==> config.mk <==
export PLATFORM = sky130hd
export DESIGN_NAME = ubds_walk
export DESIGN_NICKNAME = d
export VERILOG_FILES = /design/src/rtl/assert_macros.svh /design/src/rtl/ubds_pkg.sv /design/src/rtl/ubds_walk.sv
export SDC_FILE = /design/constraint.sdc
export NUM_CORES = 1
export LEC_CHECK = 0
export CELL_PAD_IN_SITES_DETAIL_PLACEMENT = 1
export CELL_PAD_IN_SITES_GLOBAL_PLACEMENT = 1
export CORE_ASPECT_RATIO = 1.2
export CORE_MARGIN = 3
export CORE_UTILIZATION = 35
export DETAILED_ROUTE_END_ITERATION = 10
export DONT_BUFFER_PORTS = 1
export HOLD_SLACK_MARGIN = 0.02
export PLACE_DENSITY = 0.56
export SLEW_MARGIN = 20
export SYNTH_ARGS = -nofsm -noshare
export SYNTH_HDL_FRONTEND = slang
export SYNTH_SLANG_ARGS = --single-unit
==> constraint.sdc <==
create_clock -name clk -period 7.2 [get_ports clk]
set_input_delay 1.44 -clock clk [delete_from_list [all_inputs] [get_ports clk]]
set_output_delay 1.44 -clock clk [all_outputs]
set_load 0.005 [all_outputs]
==> src/rtl/assert_macros.svh <==
// Assertion macros shared by the RTL of the descriptor scanner.
// Each macro samples on clk and is disabled while rst_n is low.
`ifndef ASSERT_MACROS_SVH
`define ASSERT_MACROS_SVH

// Property that must hold at every sampled edge.
`define UBDS_ASSERT(label, prop, msg) \
    label: assert property (@(posedge clk) disable iff (!rst_n) (prop)) \
        else $error(msg);

// Consequent must hold in the same cycle as the antecedent.
`define UBDS_ASSERT_IMPL(label, ante, cons, msg) \
    label: assert property (@(posedge clk) disable iff (!rst_n) (ante) |-> (cons)) \
        else $error(msg);

// Consequent must hold in the cycle after the antecedent.
`define UBDS_ASSERT_NEXT(label, ante, cons, msg) \
    label: assert property (@(posedge clk) disable iff (!rst_n) (ante) |=> (cons)) \
        else $error(msg);

`endif

==> src/rtl/ubds_pkg.sv <==
// Package of the bulk-only descriptor scanner: payload types, status codes,
// descriptor constants and the walk summary struct. No dependencies.
package ubds_pkg;

    localparam int UBDS_BUFFER_BYTES = 256;
    localparam logic [9:0] CAP_RESET = 10'd64;

    // descriptor codes
    localparam logic [7:0] DT_INTERFACE   = 8'h04;
    localparam logic [7:0] DT_ENDPOINT    = 8'h05;
    localparam logic [7:0] MSC_CLASS      = 8'h08;
    localparam logic [7:0] MSC_SUBCLASS   = 8'h06;
    localparam logic [7:0] MSC_PROTO_BOT  = 8'h50;
    localparam logic [7:0] EP_DIR_IN      = 8'h80;
    localparam logic [7:0] EP_NUM_MASK    = 8'h0F;
    localparam logic [7:0] EP_XFER_MASK   = 8'h03;
    localparam logic [7:0] EP_XFER_BULK   = 8'h02;
    localparam logic [7:0] REC_MIN_LEN    = 8'd2;
    localparam logic [7:0] IF_MIN_LEN     = 8'd9;
    localparam logic [7:0] EP_MIN_LEN     = 8'd7;
    localparam logic [7:0] HDR_MIN_TOTAL  = 8'd9;

    typedef enum logic [1:0] {
        ST_FOUND        = 2'd0,
        ST_NO_HEADER    = 2'd1,
        ST_NO_INTERFACE = 2'd2
    } status_t;

    typedef struct packed {
        logic [7:0] data_byte;
        logic       last_byte;
    } desc_t;

    typedef struct packed {
        status_t    status;
        logic [3:0] bulk_in_endpoint;
        logic [3:0] bulk_out_endpoint;
        logic [9:0] bulk_in_max_packet;
        logic [9:0] bulk_out_max_packet;
        logic [7:0] config_value;
    } result_t;

    typedef struct packed {
        logic [9:0] max_packet_cap;
    } cfg_t;

    // scan state after the current byte, handed from the walker to the top
    typedef struct packed {
        logic        header_ok;
        logic        found;
        logic [3:0]  in_ep;
        logic [3:0]  out_ep;
        logic [15:0] in_pkt;
        logic [15:0] out_pkt;
        logic [7:0]  config_value;
    } walk_sum_t;

endpackage

==> src/rtl/ubds_walk.sv <==
// Record walker of the descriptor scanner: offset, header, record and
// endpoint state, updated once per accepted byte. Depends on ubds_pkg.
module ubds_walk #(
    parameter int BUFFER_BYTES = ubds_pkg::UBDS_BUFFER_BYTES
) (
    input  logic                clk,
    input  logic                rst_n,
    input  logic                take,
    input  ubds_pkg::desc_t     desc_in,
    output ubds_pkg::walk_sum_t sum
);
    import ubds_pkg::*;

    localparam int OFF_W = $clog2(BUFFER_BYTES + 1);
    localparam logic [OFF_W-1:0] OFF_MAX = OFF_W'(BUFFER_BYTES);
    localparam logic [15:0] BUF16 = 16'(BUFFER_BYTES);

    logic [OFF_W-1:0] off_reg, off_next;
    logic [7:0]       tot_lo_reg, tot_lo_next;
    logic [OFF_W-1:0] total_reg, total_next;
    logic [7:0]       rel_reg, rel_next;
    logic [7:0]       len_reg, len_next;
    logic [7:0]       type_reg, type_next;
    logic             stopped_reg, stopped_next;
    logic             tgt_reg, tgt_next;
    logic             found_reg, found_next;
    logic [7:0]       held_reg [4];
    logic [7:0]       held_next [4];
    logic [3:0]       in_ep_reg, in_ep_next;
    logic [3:0]       out_ep_reg, out_ep_next;
    logic [15:0]      in_pkt_reg, in_pkt_next;
    logic [15:0]      out_pkt_reg, out_pkt_next;
    logic [7:0]       cfg_reg, cfg_next;

    logic [7:0]  b;
    logic [15:0] raw_total;
    logic        walk_on;
    logic [7:0]  typ;
    logic        finish;
    logic [15:0] ep_size;

    always_comb
    begin
        b            = desc_in.data_byte;
        off_next     = (off_reg == OFF_MAX) ? off_reg : off_reg + 1'b1;
        tot_lo_next  = tot_lo_reg;
        total_next   = total_reg;
        cfg_next     = cfg_reg;
        rel_next     = rel_reg;
        len_next     = len_reg;
        type_next    = type_reg;
        stopped_next = stopped_reg;
        tgt_next     = tgt_reg;
        found_next   = found_reg;
        held_next    = held_reg;
        in_ep_next   = in_ep_reg;
        out_ep_next  = out_ep_reg;
        in_pkt_next  = in_pkt_reg;
        out_pkt_next = out_pkt_reg;
        raw_total    = {b, tot_lo_reg};
        typ          = (rel_reg == 8'd1) ? b : type_reg;
        finish       = 1'b0;
        ep_size      = {held_reg[3], held_reg[2]};

        // header fields
        if (off_reg == OFF_W'(2))
        begin
            tot_lo_next = b;
        end
        if (off_reg == OFF_W'(3))
        begin
            total_next = (raw_total > BUF16) ? OFF_MAX : raw_total[OFF_W-1:0];
        end
        if (off_reg == OFF_W'(5))
        begin
            cfg_next = b;
        end

        // bytes past the total length drop out of the walk for good
        walk_on = !stopped_reg && !(off_reg > OFF_W'(3) && off_reg >= total_reg);

        if (walk_on)
        begin
            if (rel_reg == 8'd0)
            begin
                len_next = b;
                rel_next = 8'd1;
                if (b < REC_MIN_LEN)
                begin
                    stopped_next = 1'b1;
                end
            end
            else
            begin
                if (rel_reg == 8'd1)
                begin
                    type_next = b;
                end
                if (typ == DT_INTERFACE && rel_reg >= 8'd5 && rel_reg <= 8'd7)
                begin
                    held_next[2'(rel_reg - 8'd5)] = b;
                end
                else if (typ == DT_ENDPOINT && rel_reg >= 8'd2 && rel_reg <= 8'd5)
                begin
                    held_next[2'(rel_reg - 8'd2)] = b;
                end
                finish   = ({1'b0, rel_reg} + 9'd1) == {1'b0, len_reg};
                rel_next = finish ? 8'd0 : rel_reg + 8'd1;
            end
        end

        // close the record: interface opens/closes a target, bulk endpoint fills in
        if (finish)
        begin
            if (typ == DT_INTERFACE && len_reg >= IF_MIN_LEN)
            begin
                tgt_next = held_reg[0] == MSC_CLASS && held_reg[1] == MSC_SUBCLASS &&
                           held_reg[2] == MSC_PROTO_BOT;
            end
            else if (typ == DT_ENDPOINT && len_reg >= EP_MIN_LEN && tgt_reg)
            begin
                if ((held_reg[1] & EP_XFER_MASK) == EP_XFER_BULK)
                begin
                    if ((held_reg[0] & EP_DIR_IN) != 8'd0)
                    begin
                        in_ep_next  = held_reg[0][3:0];
                        in_pkt_next = ep_size;
                    end
                    else
                    begin
                        out_ep_next  = held_reg[0][3:0];
                        out_pkt_next = ep_size;
                    end
                end
                if (in_ep_next != 4'd0 && out_ep_next != 4'd0)
                begin
                    found_next = 1'b1;
                end
            end
        end

        sum.header_ok    = off_next >= OFF_W'(4) && total_next >= OFF_W'(HDR_MIN_TOTAL);
        sum.found        = found_next && in_ep_next != 4'd0 && out_ep_next != 4'd0;
        sum.in_ep        = in_ep_next;
        sum.out_ep       = out_ep_next;
        sum.in_pkt       = in_pkt_next;
        sum.out_pkt      = out_pkt_next;
        sum.config_value = cfg_next;
    end

    always_ff @(posedge clk or negedge rst_n)
    begin
        if (!rst_n)
        begin
            off_reg     <= '0;
            tot_lo_reg  <= '0;
            total_reg   <= '0;
            rel_reg     <= '0;
            len_reg     <= '0;
            type_reg    <= '0;
            stopped_reg <= 1'b0;
            tgt_reg     <= 1'b0;
            found_reg   <= 1'b0;
            held_reg    <= '{default: '0};
            in_ep_reg   <= '0;
            out_ep_reg  <= '0;
            in_pkt_reg  <= '0;
            out_pkt_reg <= '0;
            cfg_reg     <= '0;
        end
        else if (take)
        begin
            if (desc_in.last_byte)
            begin
                // descriptor done: back to the start for the next one
                off_reg     <= '0;
                tot_lo_reg  <= '0;
                total_reg   <= '0;
                rel_reg     <= '0;
                len_reg     <= '0;
                type_reg    <= '0;
                stopped_reg <= 1'b0;
                tgt_reg     <= 1'b0;
                found_reg   <= 1'b0;
                held_reg    <= '{default: '0};
                in_ep_reg   <= '0;
                out_ep_reg  <= '0;
                in_pkt_reg  <= '0;
                out_pkt_reg <= '0;
                cfg_reg     <= '0;
            end
            else
            begin
                off_reg     <= off_next;
                tot_lo_reg  <= tot_lo_next;
                total_reg   <= total_next;
                rel_reg     <= rel_next;
                len_reg     <= len_next;
                type_reg    <= type_next;
                stopped_reg <= stopped_next;
                tgt_reg     <= tgt_next;
                found_reg   <= found_next;
                held_reg    <= held_next;
                in_ep_reg   <= in_ep_next;
                out_ep_reg  <= out_ep_next;
                in_pkt_reg  <= in_pkt_next;
                out_pkt_reg <= out_pkt_next;
                cfg_reg     <= cfg_next;
            end
        end
    end

endmodule

==> impl_metrics.py, run 1 <==
metrics = {
    "critical_path": {
        "crit_fanout": 45,
        "crit_type": "input port to output port",
        "start_kind": "input port",
        "r2r_start": "rel_reg[0]",
        "reg2reg_to": "in_pkt_reg[7]",
        "worstRegToRegCells": 9,
        "required_ns": 5.76,
        "end_kind": "output port",
        "ff2ff_setup_slack_ns": 3.15,
        "arrival_ns": 3.93,
    },
    "detailed_routing": {
        "post_drt_wl_per_cell_um": 23.14,
        "vias_per_cell": 5.948,
        "drc_errors": 0,
        "drt-total-wl_um": 23630,
        "drt-initial-drc-count": 324,
        "ant_nets": 0,
        "drtPass1Iterations": 4,
        "vias": 6073,
    },
    "timing": {
        "max_freq_mhz": 186.2,
        "timing.final.crit_period_ns": 5.372,
        "grt_setup_unrepaired": "no",
        "fin_tns_setup_ns": 0,
        "report.final.slew_viol_count": 0,
        "max_slew.worst_pin.slew_ns": 0.8186,
        "finalCritPeriodShare": 0.7461,
        "hold_viol_final": 0,
        "finalSetupViolCount": 0,
        "finClkSkew_ns": 0.01110,
        "slew_headroom": 0.4543,
    },
    "synth": {
        "postSynthCellCount": 761,
        "yosysUniqueCellTypes": 66,
        "syn-cell-area_um2": 7831,
        "yosysSeqAreaShare": 0.4250,
        "synth.avg_cell_area_um2": 10.29,
        "synth_edf_count": 0,
        "postSynth.asyncResetShare": 1.000,
        "syn_nets": 792,
        "synth_flop_cell": "dfrtp_1",
        "ys_ff_latch": 133,
        "yosysWarnings": 0,
    },
    "grt": {
        "grt_pass1_wl_um": 38140,
        "grt_max_degree": 134,
        "antenna_found_initial": 0,
        "grt_pass1_vias": 6559,
        "grt_overflow": 0,
        "grt.total_usage": 0.2005,
    },
    "clock_tree": {
        "clock_sinks": 133,
        "post-cts-setup-buffers": 0,
        "clkTransAtPathRegs_ns": 0.06,
        "cts_resized": 0,
        "cts.hold.buffers_added": 0,
        "cts_root_buf": "clkbuf_16",
        "numCtsBuffers": 17,
        "clk_latency_ns": 0.42,
        "cts_tree": "built",
        "cts_buffer_depth": 2,
        "htree_levels": 4,
    },
    "pwr": {
        "peakVddDrop_uv": 166.9,
        "leakagePower_nw": 3.839,
        "power_density_nw_per_um2": 272.2,
        "p_total_w": 0.002337,
    },
    "floorplan": {
        "dieWidth_um": 142.6,
        "die_h_um": 169.9,
        "coreArea_um2": 21850,
        "start_util": 0.3584,
        "ioPinCount": 62,
        "floorplan.rows": 59,
        "dieArea_um2": 24210,
    },
    "place": {
        "post_dp_cell_area_um2": 7981,
        "io_buffers": 0,
        "place.gp.congestion": 0.8335,
        "place_hpwl_um": 15890,
    },
    "cells_and_area": {
        "nets": 766,
        "drive_above_1_share": 0.1432,
        "design_area_um2": 8586,
        "diodes": 0,
        "syn_to_final_growth_pct": 9.634,
    },
    "hold_path": {
        "worstHoldPathCells": 1,
        "min_from": "type_reg[2]",
        "hold_end": "type_reg[2]",
        "hp-class": "flop to flop",
    },
    "run_status": {
        "outcome": "complete, no violations",
    },
    "run": {
        "cap_violations": 0,
    },
}
==> layout by cell type (no fill, tap or decap), drive strengths merged, types with 18 or more instances in the layout <==
cell type / count
dfrtp: 133
o2bb2ai: 36
ha: 19
nand2b: 18
mux2: 62
inv: 29
nand2: 38
a22o: 19
a211o: 39
nor2b: 49
o21ai: 22
nor3: 22
nor3b: 42
nor2: 26
==> worst max-delay path, stage by stage <==
cell and delay (ns):
nor4_1 0.45, nand3_1 0.19, mux2_2 0.33, or3b_1 0.42, nor4_4 0.14, buf_4 0.48
mux2_2 0.42
==> final cells by class <==
type                            count  area, µm²
Fill cell                        2431      13270
Multi-Input combinational cell    553       4187
Sequential cell                   133       3328
Clock buffer                       17      425.4
Tap cell                          274      342.8
Clock inverter                     14      178.9
Inverter                           27      101.3
Timing Repair Buffer                3      22.52
==> metrics by stage <==
step | cells | worst slack [ns] | util | hold WS (ns)
after floorplan | 761 | 2.187 | - | 0.4477
after global placement | 990 | 1.919 | 0.3653 | 0.4636
after detailed placement | 990 | 1.850 | 0.3653 | 0.4700
after CTS | 1021 | 1.843 | 0.3929 | 0.4895
after global routing | 1021 | 1.636 | 0.3929 | 0.5090
final | 1021 | 1.828 | 0.3929 | 0.4808
==> worst max path at each step <==
stage / startpoint / end / slack, ns
after floorplan: desc_in[2] / sum[30] / 2.19
after global placement: desc_in[2] / sum[24] / 1.92
after detailed placement: desc_in[2] / sum[24] / 1.85
after CTS: desc_in[2] / sum[24] / 1.84
after global routing: rel_reg[0] / sum[24] / 1.64
final: desc_in[2] / sum[24] / 1.83
==> layer usage <==
layer | track usage | up-vias | routed length, µm
li1 | - | 2793 | -
met1 | 0.2517 | 3156 | 10380
met3 | 0.03682 | 24 | 598
met5 | 0 | - | 0
met2 | 0.3532 | 100 | 12260
met4 | 0.05415 | 0 | 379
==> report_power, final <==
part	internal, W	leakage (nW)	switching [W]
Clock	0.000547	0.286	0.000359
Sequential	0.000816	1.82	0.0000958
Combinational	0.000218	1.73	0.000301
==> cell families (layout without fill, tap and decap cells) <==
group           Yosys count  in the layout  share of synthesized area
xor+xnor                 12             12                    0.01342
flops                   133            133                     0.4250
mux                      71             71                     0.1007
buf+inv                  75             61                    0.04042
compound gates          185            185                     0.1852
fa+ha+maj                19             19                    0.03036
simple gates            266            266                     0.2050
==> Yosys cell counts (11+ instances only) <==
cell / instances / area share
dfrtp_1: 133 / 0.42
mux2_2: 62 / 0.089
nor2b_1: 49 / 0.039
nor3b_1: 42 / 0.040
a211o_1: 39 / 0.044
nand2_1: 38 / 0.018
o2bb2ai_1: 36 / 0.040
clkbuf_1: 30 / 0.014
inv_1: 26 / 0.012
nor2_1: 26 / 0.012
nor3_1: 20 / 0.013
a22o_1: 19 / 0.021
ha_1: 19 / 0.030
nand2b_1: 18 / 0.014
o21ai_0: 18 / 0.012
a21oi_1: 16 / 0.010
nor4_1: 14 / 0.011
o221ai_1: 11 / 0.012
(Power assumes the default switching activity.)
==> inputs of run 2 (changes only) <==
--- a/config.mk
+++ b/config.mk
@@ -13,7 +13,7 @@
 export DETAILED_ROUTE_END_ITERATION = 10
 export DONT_BUFFER_PORTS = 1
 export HOLD_SLACK_MARGIN = 0.02
-export PLACE_DENSITY = 0.56
+export PLACE_DENSITY = 0.58
 export SLEW_MARGIN = 20
 export SYNTH_ARGS = -nofsm -noshare
 export SYNTH_HDL_FRONTEND = slang
==> constraint.sdc (replaced) <==
create_clock -name clk -period 4.9 [get_ports clk]
set_input_delay 0.98 -clock clk [delete_from_list [all_inputs] [get_ports clk]]
set_output_delay 0.98 -clock clk [all_outputs]
set_load 0.005 [all_outputs]
==> run 2 against run 1 <==
Net effect: cell count is essentially flat; non-clock buffer count is the same; routed wire length shrank 3.2%; clock-buffer cell count did not move; critical path type is now flop to output port; combinational power grew 44%; global-route usage decreased by 0.83 points; total power increased by 46%; utilization up 0.11 points; clock skew is 0.00074 ns higher; critical path depth grew 1; first-iteration DRC count fell by 13%; sequential share of layout area is 0.11 points lower.
==> impl_metrics.py, run 2 (synthesis gave the netlist of run 1 again) <==
metrics = {
    "run_status": {
        "outcome": "complete, no violations",
    },
    "timing": {
        "report.final.slew_viol_count": 0,
        "timing.final.crit_period_ns": 4.558,
        "finalCritPeriodShare": 0.9301,
        "max_slew.worst_pin.slew_ns": 0.8156,
        "hold_viol_final": 0,
        "slew_headroom": 0.4563,
        "max_freq_mhz": 219.4,
        "layout_setup_ws_ns": 0.3424,
        "fin_tns_setup_ns": 0,
        "finClkSkew_ns": 0.01184,
        "grt_setup_unrepaired": "no",
        "finalSetupViolCount": 0,
    },
    "critical_path": {
        "end_kind": "output port",
        "reg2reg_to": "in_pkt_reg[6]",
        "start_kind": "flop",
        "arrival_ns": 3.58,
        "endpoint": "sum[46]",
        "crit_fanout": 45,
        "ff2ff_setup_slack_ns": 1.13,
        "r2r_start": "rel_reg[0]",
        "worstRegToRegCells": 9,
        "startpoint": "rel_reg[0]",
        "crit_type": "flop to output port",
        "required_ns": 3.92,
    },
    "grt": {
        "grt.total_usage": 0.1921,
        "antenna_found_initial": 0,
        "grt_pass1_wl_um": 36940,
        "grt_max_degree": 134,
        "grt_pass1_vias": 6407,
        "grt_overflow": 0,
    },
    "floorplan": {
        "ioPinCount": 62,
        "start_util": 0.3584,
        "coreArea_um2": 21850,
        "dieArea_um2": 24210,
        "dieWidth_um": 142.6,
        "floorplan.rows": 59,
        "die_h_um": 169.9,
    },
    "detailed_routing": {
        "drc_errors": 0,
        "vias": 6004,
        "drt-initial-drc-count": 282,
        "top_layer": "met4",
        "drt-total-wl_um": 22880,
        "ant_nets": 0,
        "dr_wl_met3_um": 637,
        "vias_per_cell": 5.875,
        "post_drt_wl_per_cell_um": 22.38,
        "drtPass1Iterations": 4,
        "route.met2.wl_um": 11750,
        "met1Wirelength_um": 10060,
    },
    "hold_path": {
        "hp-class": "input port to asynchronous set/reset pin",
    },
    "cells_and_area": {
        "diodes": 0,
        "final_cell_mix": "dfrtp_1, mux2_2, nor2b_1, nor3b_1, a211o_1",
        "final_common_cell": "dfrtp_1",
        "drive_above_1_share": 0.1444,
        "syn_to_final_growth_pct": 9.938,
        "nets": 766,
    },
    "clock_tree": {
        "cts_tree": "built",
        "numCtsBuffers": 17,
        "clk_latency_ns": 0.43,
        "clock_sinks": 133,
        "cts_buffer_depth": 2,
        "clkTransAtPathRegs_ns": 0.07,
        "cts.hold.buffers_added": 0,
        "htree_levels": 4,
        "post-cts-setup-buffers": 0,
        "cts_root_buf": "clkbuf_16",
        "cts_resized": 0,
    },
    "pwr": {
        "power_density_nw_per_um2": 396.2,
        "peakVddDrop_uv": 231.8,
        "leakagePower_nw": 3.858,
        "p_total_w": 0.003411,
    },
    "place": {
        "place.gp.congestion": 0.8358,
        "post-place-ws_ns": 0.5776,
        "io_buffers": 0,
        "place_hpwl_um": 15460,
    },
    "run": {
        "cap_violations": 0,
    },
}
==> run 2: worst min-delay path by stage <==
| stage | to | slack, ns | depth (start not counted) |
|---|---|---|---|
| after floorplan | held_reg[16] | 0.45 | 1 |
| after global placement | held_reg[16] | 0.46 | 1 |
| after detailed placement | type_reg[7] | 0.48 | 1 |
| after CTS | in_pkt_reg[2] | 0.23 | 0 |
| after global routing | off_reg[3] | 0.22 | 0 |
| final | total_reg[2] | 0.25 | 0 |
==> run 2: report_power, final <==
group / internal, W / switching [W]
clock: 0.000735 / 0.000589
combinational: 0.000321 / 0.000425
sequential: 0.00120 / 0.000143
total: 0.00225 / 0.00116
==> run 2: final cells by class <==
class	instances	area (µm²)
inverter	27	101.3
clock buffer	17	425.4
sequential	133	3328
tap	274	342.8
clock inverter	15	177.7
fill	2404	13240
multi-input combinational	553	4187
timing repair buffer	3	47.55
==> run 2: layer usage <==
layer | vias up | GRT usage
met2 | 99 | 0.3338
met1 | 3072 | 0.2439
met3 | 36 | 0.03232
met4 | 0 | 0.05953
met5 | - | 0
li1 | 2797 | -
==> run 2: worst max-delay path: stages, from the launching register on <==
cell and delay (ns):
dfrtp_1 0.49, ha_1 0.35, nand3_1 0.23, o21ba_2 0.27, a211oi_1 0.26, o2111ai_2 0.41, nor4_4 0.45, buf_12 0.27
mux2_2 0.38
==> run 2: stage by stage <==
stage               instances  utilization  hold WS, ns  instance area (µm²)
finish                   1022       0.3940       0.2492                 8610
global route             1022       0.3940       0.2248                 8610
CTS                      1022       0.3940       0.2309                 8610
detailed placement        990       0.3664       0.4834                 8006
global placement          990       0.3664       0.4621                 8006
floorplan                 761            -       0.4477                 7831
